<file path="config.mk">
export PLATFORM = sky130hd
export DESIGN_NAME = encoder_knob_setting_controller_top
export DESIGN_NICKNAME = d
export VERILOG_FILES = /design/src/hdl/eksc_pkg.sv /design/src/hdl/eksc_knob.sv /design/src/hdl/eksc_button.sv /design/src/hdl/eksc_phase.sv /design/src/hdl/encoder_knob_setting_controller_top.sv
export SDC_FILE = /design/constraint.sdc
export NUM_CORES = 1
export LEC_CHECK = 0
export ABC_CLOCK_PERIOD_IN_PS = 14090
export BUFFER_PORTS_ARGS = -buffer_cell sky130_fd_sc_hd__clkbuf_2
export CAP_MARGIN = 20
export CORE_MARGIN = 5
export CORE_UTILIZATION = 45
export CTS_CLUSTER_SIZE = 24
export DETAILED_ROUTE_END_ITERATION = 12
export GPL_TIMING_DRIVEN = 0
export SLEW_MARGIN = 10
export SYNTH_ARGS = -nofsm -noshare
export SYNTH_HDL_FRONTEND = slang
export SYNTH_SLANG_ARGS = --single-unit
</file>
<file path="constraint.sdc">
create_clock -name clk_i -period 14.09 [get_ports clk_i]
set_clock_uncertainty 0.15 [all_clocks]
set_input_delay 0.7045 -clock clk_i [delete_from_list [all_inputs] [get_ports clk_i]]
set_output_delay 0.7045 -clock clk_i [all_outputs]
set_load 0.05 [all_outputs]
</file>
<file path="src/hdl/eksc_pkg.sv">
// ----------------------------------------------------------------------------
// eksc_pkg
// Shared widths, register map, codes and types for the knob setting
// controller.
// ----------------------------------------------------------------------------
package eksc_pkg;

  localparam int TIME_W   = 32;
  localparam int ATTEN_W  = 6;
  localparam int PHASE_W  = 10;
  localparam int STEP_W   = 3;
  localparam int DEB_W    = 8;
  localparam int LONG_W   = 16;
  localparam int PADDR_W  = 4;
  localparam int PDATA_W  = 32;
  localparam int HIST_W   = 4;

  localparam logic [ATTEN_W-1:0] ATTEN_MAX = '1;

  localparam logic [HIST_W-1:0] HIST_UP   = 4'h6;
  localparam logic [HIST_W-1:0] HIST_DOWN = 4'hC;

  typedef logic [PADDR_W-3:0] reg_idx_t;
  localparam reg_idx_t REG_DEBOUNCE   = 2'd0;
  localparam reg_idx_t REG_LONG_PRESS = 2'd1;
  localparam reg_idx_t REG_PHASE_MOD  = 2'd2;

  localparam logic [DEB_W-1:0]   DEBOUNCE_RST   = 8'd10;
  localparam logic [LONG_W-1:0]  LONG_PRESS_RST = 16'd1000;
  localparam logic [PHASE_W-1:0] PHASE_MOD_RST  = 10'd360;

  localparam logic [STEP_W-1:0] STEP_ONE  = 3'd1;
  localparam logic [STEP_W-1:0] STEP_TWO  = 3'd2;
  localparam logic [STEP_W-1:0] STEP_FOUR = 3'd4;

  typedef struct packed {
    logic up;
    logic down;
  } knob_step_t;

  typedef struct packed {
    logic short_rel;
    logic long_rel;
    logic held_long;
  } button_evt_t;

  typedef struct packed {
    logic              up;
    logic              down;
    logic [STEP_W-1:0] step;
  } phase_cmd_t;

  typedef enum logic {
    PH_IDLE,
    PH_REDUCE
  } ph_state_e;

endpackage

</file>
<file path="src/hdl/eksc_knob.sv">
// ----------------------------------------------------------------------------
// eksc_knob
// Quadrature decoder for one knob: history shifts on every enabled A change.
// ----------------------------------------------------------------------------
module eksc_knob (
  input  logic                clk_i,
  input  logic                rst_ni,
  input  logic                en_i,
  input  logic                a_i,
  input  logic                b_i,
  output eksc_pkg::knob_step_t step_o
);

  logic                         last_a_q;
  logic [eksc_pkg::HIST_W-1:0]  hist_q;
  logic [eksc_pkg::HIST_W-1:0]  hist_d;
  logic                         changed;

  assign changed = (a_i != last_a_q);
  assign hist_d  = {hist_q[eksc_pkg::HIST_W-3:0], b_i, a_i};

  assign step_o.up   = changed && (hist_d == eksc_pkg::HIST_UP);
  assign step_o.down = changed && (hist_d == eksc_pkg::HIST_DOWN);

  always_ff @(posedge clk_i or negedge rst_ni) begin
    if (!rst_ni) begin
      last_a_q <= 1'b0;
      hist_q   <= '0;
    end else if (en_i && changed) begin
      last_a_q <= a_i;
      hist_q   <= hist_d;
    end
  end

endmodule

</file>
<file path="src/hdl/eksc_button.sv">
// ----------------------------------------------------------------------------
// eksc_button
// Time-based debounce of one push button, classing each release short or
// long and flagging a press held past the long threshold.
// ----------------------------------------------------------------------------
module eksc_button (
  input  logic                          clk_i,
  input  logic                          rst_ni,
  input  logic                          en_i,
  input  logic                          level_i,
  input  logic [eksc_pkg::TIME_W-1:0]   t_i,
  input  logic [eksc_pkg::DEB_W-1:0]    debounce_i,
  input  logic [eksc_pkg::LONG_W-1:0]   long_press_i,
  output eksc_pkg::button_evt_t         evt_o
);

  logic                        down_q;
  logic                        down_d;
  logic [eksc_pkg::TIME_W-1:0] press_q;
  logic [eksc_pkg::TIME_W-1:0] release_q;
  logic [eksc_pkg::TIME_W-1:0] since_rel;
  logic [eksc_pkg::TIME_W-1:0] since_press;
  logic [eksc_pkg::TIME_W-1:0] deb_ext;
  logic [eksc_pkg::TIME_W-1:0] long_ext;
  logic                        press_edge;
  logic                        rel_edge;
  logic                        press_ok;
  logic                        rel_ok;
  logic                        is_long;

  assign deb_ext  = {{(eksc_pkg::TIME_W-eksc_pkg::DEB_W){1'b0}}, debounce_i};
  assign long_ext = {{(eksc_pkg::TIME_W-eksc_pkg::LONG_W){1'b0}}, long_press_i};

  // differences wrap with the time counter
  assign since_rel   = t_i - release_q;
  assign since_press = t_i - press_q;

  assign press_edge = level_i && !down_q;
  assign rel_edge   = !level_i && down_q;
  assign press_ok   = since_rel > deb_ext;
  assign rel_ok     = since_press > deb_ext;
  assign is_long    = since_press > long_ext;

  always_comb begin
    down_d = down_q;
    if (press_edge && press_ok) begin
      down_d = 1'b1;
    end else if (rel_edge && rel_ok) begin
      down_d = 1'b0;
    end
  end

  assign evt_o.short_rel = rel_edge && rel_ok && !is_long;
  assign evt_o.long_rel  = rel_edge && rel_ok && is_long;
  // a fresh press restarts the press time, so it cannot be long yet
  assign evt_o.held_long = down_d && !press_edge && is_long;

  always_ff @(posedge clk_i or negedge rst_ni) begin
    if (!rst_ni) begin
      down_q    <= 1'b0;
      press_q   <= '0;
      release_q <= '0;
    end else if (en_i) begin
      down_q <= down_d;
      if (press_edge) begin
        press_q <= t_i;
      end
      if (rel_edge) begin
        release_q <= t_i;
      end
    end
  end

endmodule

</file>
<file path="src/hdl/eksc_phase.sv">
// ----------------------------------------------------------------------------
// eksc_phase
// Phase setting with wrap. Keeps the phase residue mod the modulus alongside
// the phase so an up step that overflows needs no divider; a modulus write
// rebuilds the residue by restoring division, one bit per cycle.
// ----------------------------------------------------------------------------
module eksc_phase (
  input  logic                          clk_i,
  input  logic                          rst_ni,
  input  logic                          en_i,
  input  eksc_pkg::phase_cmd_t          cmd_i,
  input  logic [eksc_pkg::PHASE_W-1:0]  modulus_i,
  input  logic                          start_i,
  output logic [eksc_pkg::PHASE_W-1:0]  phase_o,
  output logic                          busy_o
);

  localparam int CNT_W   = $clog2(eksc_pkg::PHASE_W);
  localparam int RED_N   = 4;  // largest step over smallest nonzero modulus
  localparam int SW      = eksc_pkg::PHASE_W + 2;
  localparam int WRAP_M3 = (1 << eksc_pkg::PHASE_W) % 3;

  eksc_pkg::ph_state_e state_q, state_d;

  logic [eksc_pkg::PHASE_W-1:0] phase_q, phase_d;
  logic [eksc_pkg::PHASE_W-1:0] res_q, res_d;
  logic [eksc_pkg::PHASE_W-1:0] div_q, div_d;
  logic [CNT_W-1:0]             cnt_q, cnt_d;

  logic [eksc_pkg::PHASE_W:0]   mod_ext;
  logic [eksc_pkg::PHASE_W:0]   sum;
  logic [eksc_pkg::PHASE_W:0]   res_up;
  logic signed [SW-1:0]         mod_s;
  logic signed [SW-1:0]         step_s;
  logic signed [SW-1:0]         diff;
  logic signed [SW-1:0]         diff_wrap;
  logic signed [SW-1:0]         res_dn;
  logic [eksc_pkg::PHASE_W-1:0] phase_up;
  logic [eksc_pkg::PHASE_W-1:0] phase_dn;
  logic [eksc_pkg::PHASE_W:0]   shifted;
  logic [eksc_pkg::PHASE_W-1:0] red_bit;

  assign mod_ext = {1'b0, modulus_i};
  assign mod_s   = $signed({2'b00, modulus_i});
  assign step_s  = $signed({{(SW-eksc_pkg::STEP_W){1'b0}}, cmd_i.step});

  // step up
  always_comb begin
    sum    = {1'b0, phase_q} + {{(eksc_pkg::PHASE_W+1-eksc_pkg::STEP_W){1'b0}}, cmd_i.step};
    res_up = {1'b0, res_q} + {{(eksc_pkg::PHASE_W+1-eksc_pkg::STEP_W){1'b0}}, cmd_i.step};
    for (int i = 0; i < RED_N; i++) begin
      if (res_up >= mod_ext) begin
        res_up = res_up - mod_ext;
      end
    end
    if (modulus_i == '0) begin
      phase_up = sum[eksc_pkg::PHASE_W-1:0];
    end else if (sum > mod_ext) begin
      phase_up = res_up[eksc_pkg::PHASE_W-1:0];
    end else begin
      phase_up = sum[eksc_pkg::PHASE_W-1:0];
    end
  end

  // step down; a result still negative after adding the modulus wraps
  // to the phase width, which shifts the residue by 2^W mod m (m <= 3 then)
  always_comb begin
    diff      = $signed({2'b00, phase_q}) - step_s;
    diff_wrap = diff + mod_s;
    res_dn    = $signed({2'b00, res_q}) - step_s;
    for (int i = 0; i < RED_N; i++) begin
      if (res_dn < 0) begin
        res_dn = res_dn + mod_s;
      end
    end
    if (diff < 0 && diff_wrap < 0 && modulus_i == eksc_pkg::PHASE_W'(3)) begin
      res_dn = res_dn + SW'(WRAP_M3);
      if (res_dn >= mod_s) begin
        res_dn = res_dn - mod_s;
      end
    end
    if (diff < 0) begin
      phase_dn = diff_wrap[eksc_pkg::PHASE_W-1:0];
    end else begin
      phase_dn = diff[eksc_pkg::PHASE_W-1:0];
    end
  end

  // one restoring-division bit
  always_comb begin
    shifted = {res_q, div_q[eksc_pkg::PHASE_W-1]};
    if (shifted >= mod_ext) begin
      red_bit = eksc_pkg::PHASE_W'(shifted - mod_ext);
    end else begin
      red_bit = shifted[eksc_pkg::PHASE_W-1:0];
    end
  end

  always_comb begin
    state_d = state_q;
    phase_d = phase_q;
    res_d   = res_q;
    div_d   = div_q;
    cnt_d   = cnt_q;
    unique case (state_q)
      eksc_pkg::PH_IDLE: begin
        if (start_i) begin
          state_d = eksc_pkg::PH_REDUCE;
          res_d   = '0;
          div_d   = phase_q;
          cnt_d   = '0;
        end else if (en_i && cmd_i.up) begin
          phase_d = phase_up;
          res_d   = res_up[eksc_pkg::PHASE_W-1:0];
        end else if (en_i && cmd_i.down) begin
          phase_d = phase_dn;
          res_d   = res_dn[eksc_pkg::PHASE_W-1:0];
        end
      end
      eksc_pkg::PH_REDUCE: begin
        res_d = red_bit;
        div_d = div_q << 1;
        cnt_d = cnt_q + 1'b1;
        if (cnt_q == CNT_W'(eksc_pkg::PHASE_W - 1)) begin
          state_d = eksc_pkg::PH_IDLE;
        end
      end
      default: begin
        state_d = eksc_pkg::PH_IDLE;
      end
    endcase
  end

  always_ff @(posedge clk_i or negedge rst_ni) begin
    if (!rst_ni) begin
      state_q <= eksc_pkg::PH_IDLE;
      phase_q <= '0;
      res_q   <= '0;
      cnt_q   <= '0;
    end else begin
      state_q <= state_d;
      phase_q <= phase_d;
      res_q   <= res_d;
      cnt_q   <= cnt_d;
    end
  end

  always_ff @(posedge clk_i) begin
    div_q <= div_d;
  end

  assign phase_o = phase_d;
  assign busy_o  = (state_q == eksc_pkg::PH_REDUCE);

  a_res_below_mod: assert property (@(posedge clk_i) disable iff (!rst_ni)
    (!busy_o && modulus_i != '0) |-> (res_q < modulus_i))
    else $error("phase residue not below modulus");

  a_no_step_busy: assert property (@(posedge clk_i) disable iff (!rst_ni)
    busy_o |-> !en_i)
    else $error("phase step while residue rebuild runs");

  a_start_busy: assert property (@(posedge clk_i) disable iff (!rst_ni)
    (start_i && !busy_o) |=> busy_o)
    else $error("modulus write did not start residue rebuild");

endmodule

</file>
<file path="src/hdl/encoder_knob_setting_controller_top.sv">
// ----------------------------------------------------------------------------
// encoder_knob_setting_controller_top
// Two quadrature knobs with push buttons driving phase and attenuation
// settings, with an APB-style register port.
// ----------------------------------------------------------------------------
// Each input beat is one 1 ms sample of both knobs and buttons; every beat
// yields one result beat. Beats are taken one per clock unless the output
// stalls or a rebuild runs; a sample passes the input register, then the
// result register. A write to phase_modulus rebuilds the stored phase residue
// with a bit-serial divider; in_ready_o stays low during that write and rebuild.
module encoder_knob_setting_controller_top (
  input  logic                            clk_i,
  input  logic                            rst_ni,
  // APB-style configuration port
  input  logic                            psel,
  input  logic                            penable,
  input  logic                            pwrite,
  input  logic [eksc_pkg::PADDR_W-1:0]    paddr,
  input  logic [eksc_pkg::PDATA_W-1:0]    pwdata,
  output logic [eksc_pkg::PDATA_W-1:0]    prdata,
  output logic                            pready,
  // sample channel
  input  logic                            in_valid_i,
  output logic                            in_ready_o,
  input  logic                            amp_enc_a_i,
  input  logic                            amp_enc_b_i,
  input  logic                            amp_button_i,
  input  logic                            phase_enc_a_i,
  input  logic                            phase_enc_b_i,
  input  logic                            phase_button_i,
  // result channel
  output logic                            out_valid_o,
  input  logic                            out_ready_i,
  output logic [eksc_pkg::PHASE_W-1:0]    phase_degrees_o,
  output logic [eksc_pkg::ATTEN_W-1:0]    drive_level_o,
  output logic [eksc_pkg::ATTEN_W-1:0]    demod_level_o,
  output logic [eksc_pkg::ATTEN_W-1:0]    drive_pins_o,
  output logic [eksc_pkg::ATTEN_W-1:0]    demod_pins_o,
  output logic                            amp_editing_o,
  output logic                            phase_editing_o,
  output logic                            demod_selected_o,
  output logic [eksc_pkg::STEP_W-1:0]     phase_step_o,
  output logic                            amp_held_long_o,
  output logic                            phase_held_long_o
);

  // configuration registers
  logic [eksc_pkg::DEB_W-1:0]    debounce_q;
  logic [eksc_pkg::LONG_W-1:0]   long_press_q;
  logic [eksc_pkg::PHASE_W-1:0]  phase_mod_q;
  logic                          cfg_wr;
  logic                          mod_wr;
  eksc_pkg::reg_idx_t            reg_idx;

  // input stage
  logic s1_valid_q;
  logic s1_adv;
  logic in_acc;
  logic s1_amp_a_q, s1_amp_b_q, s1_amp_btn_q;
  logic s1_ph_a_q, s1_ph_b_q, s1_ph_btn_q;

  // settings state
  logic [eksc_pkg::TIME_W-1:0]  now_q;
  logic                         amp_edit_q, amp_edit_d;
  logic                         phase_edit_q, phase_edit_d;
  logic                         demod_sel_q, demod_sel_d;
  logic [eksc_pkg::STEP_W-1:0]  step_q, step_d;
  logic [eksc_pkg::ATTEN_W-1:0] drive_q, drive_d;
  logic [eksc_pkg::ATTEN_W-1:0] demod_q, demod_d;
  logic [eksc_pkg::ATTEN_W-1:0] atten_cur;
  logic [eksc_pkg::ATTEN_W-1:0] atten_new;

  eksc_pkg::knob_step_t  amp_step, ph_step;
  eksc_pkg::button_evt_t amp_evt, ph_evt;
  eksc_pkg::phase_cmd_t  ph_cmd;
  logic [eksc_pkg::PHASE_W-1:0] phase_next;
  logic                         ph_busy;

  // result register
  logic                          out_valid_q;
  logic [eksc_pkg::PHASE_W-1:0]  out_phase_q;
  logic [eksc_pkg::ATTEN_W-1:0]  out_drive_q;
  logic [eksc_pkg::ATTEN_W-1:0]  out_demod_q;
  logic                          out_amp_edit_q;
  logic                          out_phase_edit_q;
  logic                          out_demod_sel_q;
  logic [eksc_pkg::STEP_W-1:0]   out_step_q;
  logic                          out_amp_held_q;
  logic                          out_ph_held_q;

  // ---------------------------------------------------------------- config
  assign pready  = 1'b1;
  assign reg_idx = paddr[eksc_pkg::PADDR_W-1:2];
  assign cfg_wr  = psel && penable && pwrite;
  assign mod_wr  = cfg_wr && (reg_idx == eksc_pkg::REG_PHASE_MOD);

  always_ff @(posedge clk_i or negedge rst_ni) begin
    if (!rst_ni) begin
      debounce_q   <= eksc_pkg::DEBOUNCE_RST;
      long_press_q <= eksc_pkg::LONG_PRESS_RST;
      phase_mod_q  <= eksc_pkg::PHASE_MOD_RST;
    end else if (cfg_wr) begin
      unique case (reg_idx)
        eksc_pkg::REG_DEBOUNCE:   debounce_q   <= pwdata[eksc_pkg::DEB_W-1:0];
        eksc_pkg::REG_LONG_PRESS: long_press_q <= pwdata[eksc_pkg::LONG_W-1:0];
        eksc_pkg::REG_PHASE_MOD:  phase_mod_q  <= pwdata[eksc_pkg::PHASE_W-1:0];
        default: ;
      endcase
    end
  end

  always_comb begin
    unique case (reg_idx)
      eksc_pkg::REG_DEBOUNCE:
        prdata = {{(eksc_pkg::PDATA_W-eksc_pkg::DEB_W){1'b0}}, debounce_q};
      eksc_pkg::REG_LONG_PRESS:
        prdata = {{(eksc_pkg::PDATA_W-eksc_pkg::LONG_W){1'b0}}, long_press_q};
      eksc_pkg::REG_PHASE_MOD:
        prdata = {{(eksc_pkg::PDATA_W-eksc_pkg::PHASE_W){1'b0}}, phase_mod_q};
      default:
        prdata = '0;
    endcase
  end

  // ---------------------------------------------------------------- input stage
  assign s1_adv     = s1_valid_q && (!out_valid_q || out_ready_i);
  assign in_ready_o = (!s1_valid_q || s1_adv) && !ph_busy && !mod_wr;
  assign in_acc     = in_valid_i && in_ready_o;

  always_ff @(posedge clk_i or negedge rst_ni) begin
    if (!rst_ni) begin
      s1_valid_q <= 1'b0;
    end else if (in_acc) begin
      s1_valid_q <= 1'b1;
    end else if (s1_adv) begin
      s1_valid_q <= 1'b0;
    end
  end

  always_ff @(posedge clk_i) begin
    if (in_acc) begin
      s1_amp_a_q   <= amp_enc_a_i;
      s1_amp_b_q   <= amp_enc_b_i;
      s1_amp_btn_q <= amp_button_i;
      s1_ph_a_q    <= phase_enc_a_i;
      s1_ph_b_q    <= phase_enc_b_i;
      s1_ph_btn_q  <= phase_button_i;
    end
  end

  // ---------------------------------------------------------------- knobs, buttons
  eksc_knob u_amp_knob (
    .clk_i  (clk_i),
    .rst_ni (rst_ni),
    .en_i   (s1_adv),
    .a_i    (s1_amp_a_q),
    .b_i    (s1_amp_b_q),
    .step_o (amp_step)
  );

  eksc_knob u_ph_knob (
    .clk_i  (clk_i),
    .rst_ni (rst_ni),
    .en_i   (s1_adv),
    .a_i    (s1_ph_a_q),
    .b_i    (s1_ph_b_q),
    .step_o (ph_step)
  );

  eksc_button u_amp_btn (
    .clk_i        (clk_i),
    .rst_ni       (rst_ni),
    .en_i         (s1_adv),
    .level_i      (s1_amp_btn_q),
    .t_i          (now_q),
    .debounce_i   (debounce_q),
    .long_press_i (long_press_q),
    .evt_o        (amp_evt)
  );

  eksc_button u_ph_btn (
    .clk_i        (clk_i),
    .rst_ni       (rst_ni),
    .en_i         (s1_adv),
    .level_i      (s1_ph_btn_q),
    .t_i          (now_q),
    .debounce_i   (debounce_q),
    .long_press_i (long_press_q),
    .evt_o        (ph_evt)
  );

  // ---------------------------------------------------------------- phase
  // knob steps act under the edit modes held before this sample's releases
  assign ph_cmd.up   = ph_step.up && phase_edit_q;
  assign ph_cmd.down = ph_step.down && phase_edit_q;
  assign ph_cmd.step = step_q;

  eksc_phase u_phase (
    .clk_i     (clk_i),
    .rst_ni    (rst_ni),
    .en_i      (s1_adv),
    .cmd_i     (ph_cmd),
    .modulus_i (phase_mod_q),
    .start_i   (mod_wr),
    .phase_o   (phase_next),
    .busy_o    (ph_busy)
  );

  // ---------------------------------------------------------------- attenuation, modes
  assign atten_cur = demod_sel_q ? demod_q : drive_q;

  always_comb begin
    atten_new = atten_cur;
    if (amp_edit_q && amp_step.up && atten_cur != eksc_pkg::ATTEN_MAX) begin
      atten_new = atten_cur + 1'b1;
    end else if (amp_edit_q && amp_step.down && atten_cur != '0) begin
      atten_new = atten_cur - 1'b1;
    end
  end

  always_comb begin
    drive_d      = drive_q;
    demod_d      = demod_q;
    amp_edit_d   = amp_edit_q;
    phase_edit_d = phase_edit_q;
    demod_sel_d  = demod_sel_q;
    step_d       = step_q;
    if (s1_adv) begin
      if (demod_sel_q) begin
        demod_d = atten_new;
      end else begin
        drive_d = atten_new;
      end
      if (amp_evt.long_rel) begin
        amp_edit_d = !amp_edit_q;
      end else if (amp_evt.short_rel && amp_edit_q) begin
        demod_sel_d = !demod_sel_q;
      end
      if (ph_evt.long_rel) begin
        phase_edit_d = !phase_edit_q;
        step_d       = eksc_pkg::STEP_ONE;
      end else if (ph_evt.short_rel && phase_edit_q) begin
        case (step_q)
          eksc_pkg::STEP_ONE: step_d = eksc_pkg::STEP_TWO;
          eksc_pkg::STEP_TWO: step_d = eksc_pkg::STEP_FOUR;
          default:            step_d = eksc_pkg::STEP_ONE;
        endcase
      end
    end
  end

  always_ff @(posedge clk_i or negedge rst_ni) begin
    if (!rst_ni) begin
      now_q        <= '0;
      drive_q      <= '0;
      demod_q      <= '0;
      amp_edit_q   <= 1'b0;
      phase_edit_q <= 1'b0;
      demod_sel_q  <= 1'b0;
      step_q       <= eksc_pkg::STEP_ONE;
    end else begin
      if (s1_adv) begin
        now_q <= now_q + 1'b1;
      end
      drive_q      <= drive_d;
      demod_q      <= demod_d;
      amp_edit_q   <= amp_edit_d;
      phase_edit_q <= phase_edit_d;
      demod_sel_q  <= demod_sel_d;
      step_q       <= step_d;
    end
  end

  // ---------------------------------------------------------------- result register
  always_ff @(posedge clk_i or negedge rst_ni) begin
    if (!rst_ni) begin
      out_valid_q <= 1'b0;
    end else if (s1_adv) begin
      out_valid_q <= 1'b1;
    end else if (out_ready_i) begin
      out_valid_q <= 1'b0;
    end
  end

  always_ff @(posedge clk_i) begin
    if (s1_adv) begin
      out_phase_q      <= phase_next;
      out_drive_q      <= drive_d;
      out_demod_q      <= demod_d;
      out_amp_edit_q   <= amp_edit_d;
      out_phase_edit_q <= phase_edit_d;
      out_demod_sel_q  <= demod_sel_d;
      out_step_q       <= step_d;
      out_amp_held_q   <= amp_evt.held_long;
      out_ph_held_q    <= ph_evt.held_long;
    end
  end

  assign out_valid_o       = out_valid_q;
  assign phase_degrees_o   = out_phase_q;
  assign drive_level_o     = out_drive_q;
  assign demod_level_o     = out_demod_q;
  assign drive_pins_o      = ~out_drive_q;
  assign demod_pins_o      = ~out_demod_q;
  assign amp_editing_o     = out_amp_edit_q;
  assign phase_editing_o   = out_phase_edit_q;
  assign demod_selected_o  = out_demod_sel_q;
  assign phase_step_o      = out_step_q;
  assign amp_held_long_o   = out_amp_held_q;
  assign phase_held_long_o = out_ph_held_q;

  // ---------------------------------------------------------------- checks
  a_busy_stall: assert property (@(posedge clk_i) disable iff (!rst_ni)
    ph_busy |-> !in_ready_o)
    else $error("sample taken during residue rebuild");

  a_step_onehot: assert property (@(posedge clk_i) disable iff (!rst_ni)
    $onehot(step_q))
    else $error("phase step not 1, 2 or 4");

  a_long_toggles: assert property (@(posedge clk_i) disable iff (!rst_ni)
    (s1_adv && amp_evt.long_rel) |=> (amp_edit_q != $past(amp_edit_q)))
    else $error("long amp release did not toggle edit mode");

  a_mod_wr_busy: assert property (@(posedge clk_i) disable iff (!rst_ni)
    (mod_wr && !ph_busy) |=> ph_busy)
    else $error("modulus write did not stall the sample channel");

endmodule
</file>
---- Word level (Yosys, flattened, before mapping) ----
Index checks and enable logic that the tools add are counted.
word-level totals
  word-level logic and storage cells ...... 229
  register bits ........................... 293
  memory bits (read-only) ................. 0
  memories ................................ 0
  bits in latches ......................... 0
  input port bits ......................... 49
  memory bits (writable) .................. 0
operators by class
  bitwise logic cells ..................... 3
  reductions and logical operators ........ 70
  multiply operators ...................... 0
  $add $sub $neg .......................... 24
  multiplexer cells ....................... 56
  $lt $le $gt $ge ......................... 19
  div/mod/pow operators ................... 0
  equality and inequality tests ........... 15
  shifts and indexed selects .............. 0
operators with widths
  kind                                                                   number
  10-bit two-way mux                                                     15
  32-bit by 8-bit greater-than comparator with 1-bit output              4
  32-bit subtractor                                                      4
  32-bit by 16-bit greater-than comparator with 1-bit output             2
  11-bit by 10-bit >= comparator with 1-bit output                       5
  12-bit by 1-bit < comparator with 1-bit output, second input constant  4
  12-bit two-way mux                                                     4
  16-bit case mux with 3 select lines                                    1
  6-bit two-way mux                                                      7
  1-bit logical AND                                                      41
  10-bit case mux with 2 select lines                                    2
  12-bit by 11-bit adder with 12-bit output                              3
  11-bit two-way mux                                                     3
  11-bit by 10-bit subtractor with 11-bit output                         3
  32-bit by 1-bit adder with 32-bit output, second input constant        1
  10-bit subtractor                                                      3
  11-bit by 11-bit adder with 12-bit output                              2
  10-bit by 3-bit adder with 11-bit output                               2
  11-bit by 1-bit < comparator with 1-bit output, second input constant  2
  10-bit by 3-bit subtractor with 11-bit output                          2
  1-bit two-way mux                                                      17
  1-bit logical NOT                                                      15
  2-bit AND reduction                                                    7
  12-bit by 2-bit adder with 12-bit output, second input constant        1
  other kinds (28)                                                       37

---- Depth between registers and ports, before layout ----
  word-level depth ........................ 17
  gate-level depth with buffers ........... 53
  depth with buffers taken out ............ 49

---- Cells and area by module ----
Synthesis repeated with hierarchy kept, for this count alone.
unflattened totals
  cell total of the unflattened synthesis .. 3472
  area total of the unflattened synthesis .. 29799.8 sq um
by module, submodules not included
  module                               area each (sq um)  instances  cells an instance
  eksc_phase                           9456.6             1          1241
  eksc_button at u_amp_btn             7417.1             1          904
  eksc_button at u_ph_btn              7253.2             1          880
  encoder_knob_setting_controller_top  5450.2             1          431
  eksc_knob                            111.4              2          8

---- Worst setup path after synthesis ----
Ideal clock, no wire load.
  path type ............................... flip-flop to flip-flop
  from .................................... reg step_q[1] (netlist bit)
  to ...................................... reg u_phase.res_q[7] (netlist bit)
  path slack .............................. 3098 ps
  clock period less this slack ............ 10992 ps
  data arrival time ....................... 10704 ps
  cell stages (with the launch flop) ...... 51
  library setup time ...................... 138 ps
  cells stage by stage .................... dfrtp_1 inv_1 ha_1 inv_1 a21oi_1 o21bai_1 nand3_1 or3_1 xnor2_1 ha_1 nand4_1 nor3_1 nor3_1 o21a_1 buf_1 mux2_2 ha_1 a21oi_1 [15 not listed] or3b_2 buf_2 o21ai_0 inv_1 ha_1 nor2b_1 o21ai_0 a21boi_0 o21ai_0 a21boi_0 o21ai_0 a21oi_1 nor3_1 nand4_1 buf_1 mux2_2 a222oi_1 o21ai_0
between the ends
  cells in the longest elaborated chain, start to end .. 17
  elaborated cells between the ends (all ways) .. 41
ends and longest elaborated chain
  what                                                                                                                RTL line                                    RTL
  start: declaration                                                                                                  encoder_knob_setting_controller_top.sv:67   logic [eksc_pkg::STEP_W-1:0] step_q, step_d;
  start signal: assignment                                                                                            encoder_knob_setting_controller_top.sv:260  step_q <= eksc_pkg::STEP_ONE;
  start signal: assignment                                                                                            encoder_knob_setting_controller_top.sv:270  step_q <= step_d;
  10-bit by 3-bit subtractor with 11-bit output                                                                       eksc_phase.sv:70                            res_dn = $signed({2'b00, res_q}) - step_s;
  11-bit by 11-bit adder with 12-bit output / 11-bit by 1-bit < comparator with 1-bit output (equally long branches)  eksc_phase.sv:73, eksc_phase.sv:72
  12-bit two-way mux                                                                                                  eksc_phase.sv:72                            if (res_dn < 0) begin
  12-bit by 11-bit adder with 12-bit output / 12-bit by 1-bit < comparator with 1-bit output (equally long branches)  eksc_phase.sv:73, eksc_phase.sv:72
  12-bit two-way mux                                                                                                  eksc_phase.sv:72
  12-bit by 11-bit adder with 12-bit output / 12-bit by 1-bit < comparator with 1-bit output (equally long branches)  eksc_phase.sv:73, eksc_phase.sv:72
  12-bit two-way mux                                                                                                  eksc_phase.sv:72
  12-bit by 11-bit adder with 12-bit output / 12-bit by 1-bit < comparator with 1-bit output (equally long branches)  eksc_phase.sv:73, eksc_phase.sv:72
  12-bit two-way mux                                                                                                  eksc_phase.sv:72
  12-bit by 2-bit adder with 12-bit output                                                                            eksc_phase.sv:77                            res_dn = res_dn + SW'(WRAP_M3);
  10-bit subtractor / 12-bit by 11-bit >= comparator with 1-bit output (equally long branches)                        eksc_phase.sv:79, eksc_phase.sv:78
  10-bit two-way mux                                                                                                  eksc_phase.sv:78                            if (res_dn >= mod_s) begin
  10-bit two-way mux                                                                                                  eksc_phase.sv:76                            if (diff < 0 && diff_wrap < 0 && modulus_i == eksc_pkg::PHASE_W'(3)) begin
  10-bit two-way mux                                                                                                  eksc_phase.sv:115                           end else if (en_i && cmd_i.down) begin
  10-bit two-way mux (*)                                                                                              eksc_phase.sv:112                           end else if (en_i && cmd_i.up) begin
  10-bit two-way mux (*)                                                                                              eksc_phase.sv:107                           if (start_i) begin
  10-bit case mux with 2 select lines (*)                                                                             eksc_phase.sv:105                           unique case (state_q)
  end signal: assignment                                                                                              eksc_phase.sv:143                           res_q <= res_d;
  end: declaration                                                                                                    eksc_phase.sv:26                            logic [eksc_pkg::PHASE_W-1:0] res_q, res_d;
Mark *: on every way between the ends. The rest lies on a longest branch, timed or not. The select of a mux whose other input is x is not followed.
A chain may end at the register's enable or synchronous reset.

---- Worst setup path after layout ----
Same ends and word-level chain as after synthesis.

==> impl_metrics.json <==
{
  "status": "complete, no violations",
  "min_path_type": "primary input to asynchronous set/reset pin",
  "grt_use_met2": 0.436,
  "ys_seq_elements": 291,
  "gr-total-overflow": 0,
  "h-tree-depth": 2,
  "yosys.area_share.simple": 0.161,
  "cts_tree": "done",
  "muxShareOfSynthArea": 0.0870,
  "slew_viol_final": 0,
  "routed_wirelength_um": 85500,
  "use_met3": 0.0275,
  "hold_viol": 0,
  "grt_pass1_vias": 24600,
  "grt_max_degree": 99,
  "yosysMostFrequentCell": "ha_1",
  "vias": 24400,
  "tightest_slew_ns": 1.09,
  "busiest_layer": "met2",
  "synthDistinctLibCells": 114,
  "final.period_utilization": 0.918,
  "cpPeakStageDelay_ns": 0.57,
  "cts_root_buf": "clkbuf_16",
  "ys_top_cells_by_area": "dfrtp_1 (21%), ha_1 (15%), mux2_2 (6.5%), edfxtp_1 (4.9%), xnor2_1 (4.4%)",
  "critPathCaptureType": "flip-flop",
  "yosysWarnings": 0,
  "clock_latency_ns": 0.55,
  "cts_made_buffers": 37,
  "cts.path.max_buffers": 3,
  "start_util": 0.455,
  "multiInputGateArea_mm2": 0.0190,
  "async_flop_share": 0.842,
  "synth_ff_type": "dfrtp_1",
  "worstPathMaxFanout": 10,
  "grt_use_met1": 0.315,
  "ys_seq_area_frac": 0.268,
  "cp_data_arrival_time_ns": 13.18,
  "dieWidth_um": 260,
  "die_area_mm2": 0.0676,
  "cpMostUsedCell": "o21ai_0",
  "register_area_mm2": 0.00753,
  "post-place-ws_ns": 0.665,
  "postCtsSetupBuffers": 0,
  "synth_top_family_by_area": "compound AO/OA/AOI/OAI gates",
  "setup_viol": 0,
  "grt_antenna_before_repair": 2,
  "dieHeight_um": 260,
  "syn_area_mm2": 0.0281,
  "drc": 0,
  "synthXorXnorAreaFrac": 0.0707,
  "row_count": 91,
  "clock-sinks": 291,
  "grt_usage": 0.248,
  "via_per_inst": 5.77,
  "synth_edf_count": 46,
  "final_nets": 3759,
  "routedWlPerCell_um": 20.2,
  "rsz0062_at_grt": "false",
  "post-route-util": 0.502,
  "hpwl_um": 66900,
  "synth_cells": 3210,
  "io_pins": 126,
  "critPathSlowestCell": "dfrtp_1",
  "final_antenna_net_count": 0,
  "maxSlewHeadroom": 0.251,
  "drt-initial-drc-count": 1430,
  "holdBufCountCts": 0,
  "fp.coreArea_mm2": 0.0618,
  "yosysTopAreaCell": "dfrtp_1",
  "areaGrowthSynthToFinish_pct": 10.5,
  "dr.pass1.iters": 6,
  "clock.fmax_ghz": 0.0774,
  "drive_gt1_frac": 0.131,
  "min_period_ns": 12.93,
  "tns_ns": 0,
  "gp_congestion": 0.960,
  "clkSlewWorstSetupHoldPaths_ns": 0.06,
  "port_buffers": 90,
  "grt_pass1_wl_um": 135000,
  "nFillCells": 5844,
  "avgSynthCellArea_um2": 8.76,
  "netlist.area_leader.share": 0.207,
  "synth_adder_area_share": 0.160,
  "maxCapViolCount": 0,
  "required_ns": 14.34,
  "start_kind": "flip-flop",
  "insertedDiodeCount": 0,
  "worst_slack_ns": 1.16,
  "synth_compound_area_frac": 0.194,
  "synthTopCellsByCount": "ha_1 (330), inv_1 (277), nand2_1 (266)",
  "path_class": "flip-flop to flip-flop"
}
-- worst paths after layout --
| check | slack [ns] | to | start | cells after the start |
|---|---|---|---|---|
| setup / recovery | 1.16 | u_phase.res_q[7]$_DFFE_PN0P_ | step_q[1]$_DFF_PN0_ | 50 |
| hold / removal | 0.03 | u_amp_btn.release_q[28]$_DFFE_PN0P_ | rst_ni | 1 |
| setup reg to reg | 1.16 | u_phase.res_q[7]$_DFFE_PN0P_ | step_q[1]$_DFF_PN0_ | 50 |
| hold reg to reg | 0.33 | demod_q[0]$_DFF_PN0_ | demod_q[0]$_DFF_PN0_ | 1 |
| max in group asynchronous | 12.81 | phase_mod_q[8]$_DFFE_PN1P_ | rst_ni | 2 |
| min in group clk_i | 0.18 | s1_amp_btn_q$_DFFE_PP_ | amp_button_i | 1 |
-- flip-flops by register name, indices dropped and copies added, names as in the netlist, 16 cells and up --
register,count
u_amp_btn.release_q,32
u_amp_btn.press_q,32
u_ph_btn.press_q,32
long_press_q,16
u_ph_btn.release_q,32
now_q,32
-- worst max-delay path: cells and delay by family (launching register included) --
kind	cells	cell delay, ns
AO/OA/AOI/OAI	20	4.54
adder cells (fa/ha/maj)	5	1.63
AND/OR/NAND/NOR	13	2.79
XOR/XNOR	1	0.21
multiplexers	3	1.20
buffers and inverters	8	1.68
flip-flops	1	0.57
-- cell families after synthesis --
group,after synthesis
AOI/OAI and AO/OA,836
xor gates and xnor gates,227
adders and majority gates,349
buffers and inverters,390
DFF,291
muxes,222
other,2
and+or+nand+nor,893
-- per-stage QoR --
| step | hold slack [ns] | instance area [µm²] | instances |
|---|---|---|---|
| floorplan | 0.259 | 28200 | 3225 |
| global placement | 0.315 | 29700 | 4152 |
| detailed placement | 0.322 | 29800 | 4158 |
| CTS | 0.0235 | 31000 | 4226 |
| global route | 0.0569 | 31100 | 4227 |
| finish | 0.0307 | 31100 | 4227 |
-- layout by cell type (no fill, tap or decap), drive strengths merged, types with 17 or more instances in the layout --
master and n:
ha 330, inv 279, nand2 268, dfrtp 232, o21ai 227, clkbuf 215
a21oi 199, nor2 188, mux2 163, xnor2 142, a21o 88, xor2 85
nor3 61, nor2b 59, mux2i 59, nand4 59, nand3 54, o21a 54
edfxtp 46, buf 41, nand2b 30, o21bai 29, and3 27, a21boi 22
o31ai 21, and2 21, a211oi 20, nor4 20, a31oi 20, fa 19
or3 19, conb 17, nor3b 17
-- final cells by class --
cell class,instances,share of cell area
buffer,111,0.0198
timing repair buffer,97,0.0186
inverter,279,0.0337
multi-input combinational,2544,0.611
sequential,291,0.242
tap,837,0.0337
clock inverter,19,0.00564
clock buffer,49,0.0349
-- metal layers --
layer	wire, µm	vias up
met5	26	-
met4	3510	4
met3	3310	172
met2	41800	558
met1	36800	11800
li1	-	11900
-- what timing repair did --
action                                 CTS  global route
setup endpoints to repair                0            24
resized for setup                        0             4
endpoints found under the hold margin    0             0
Power is left out: the tool's default activity adds up to more than one toggle a clock period on the data nets, which glitch-free logic cannot reach.
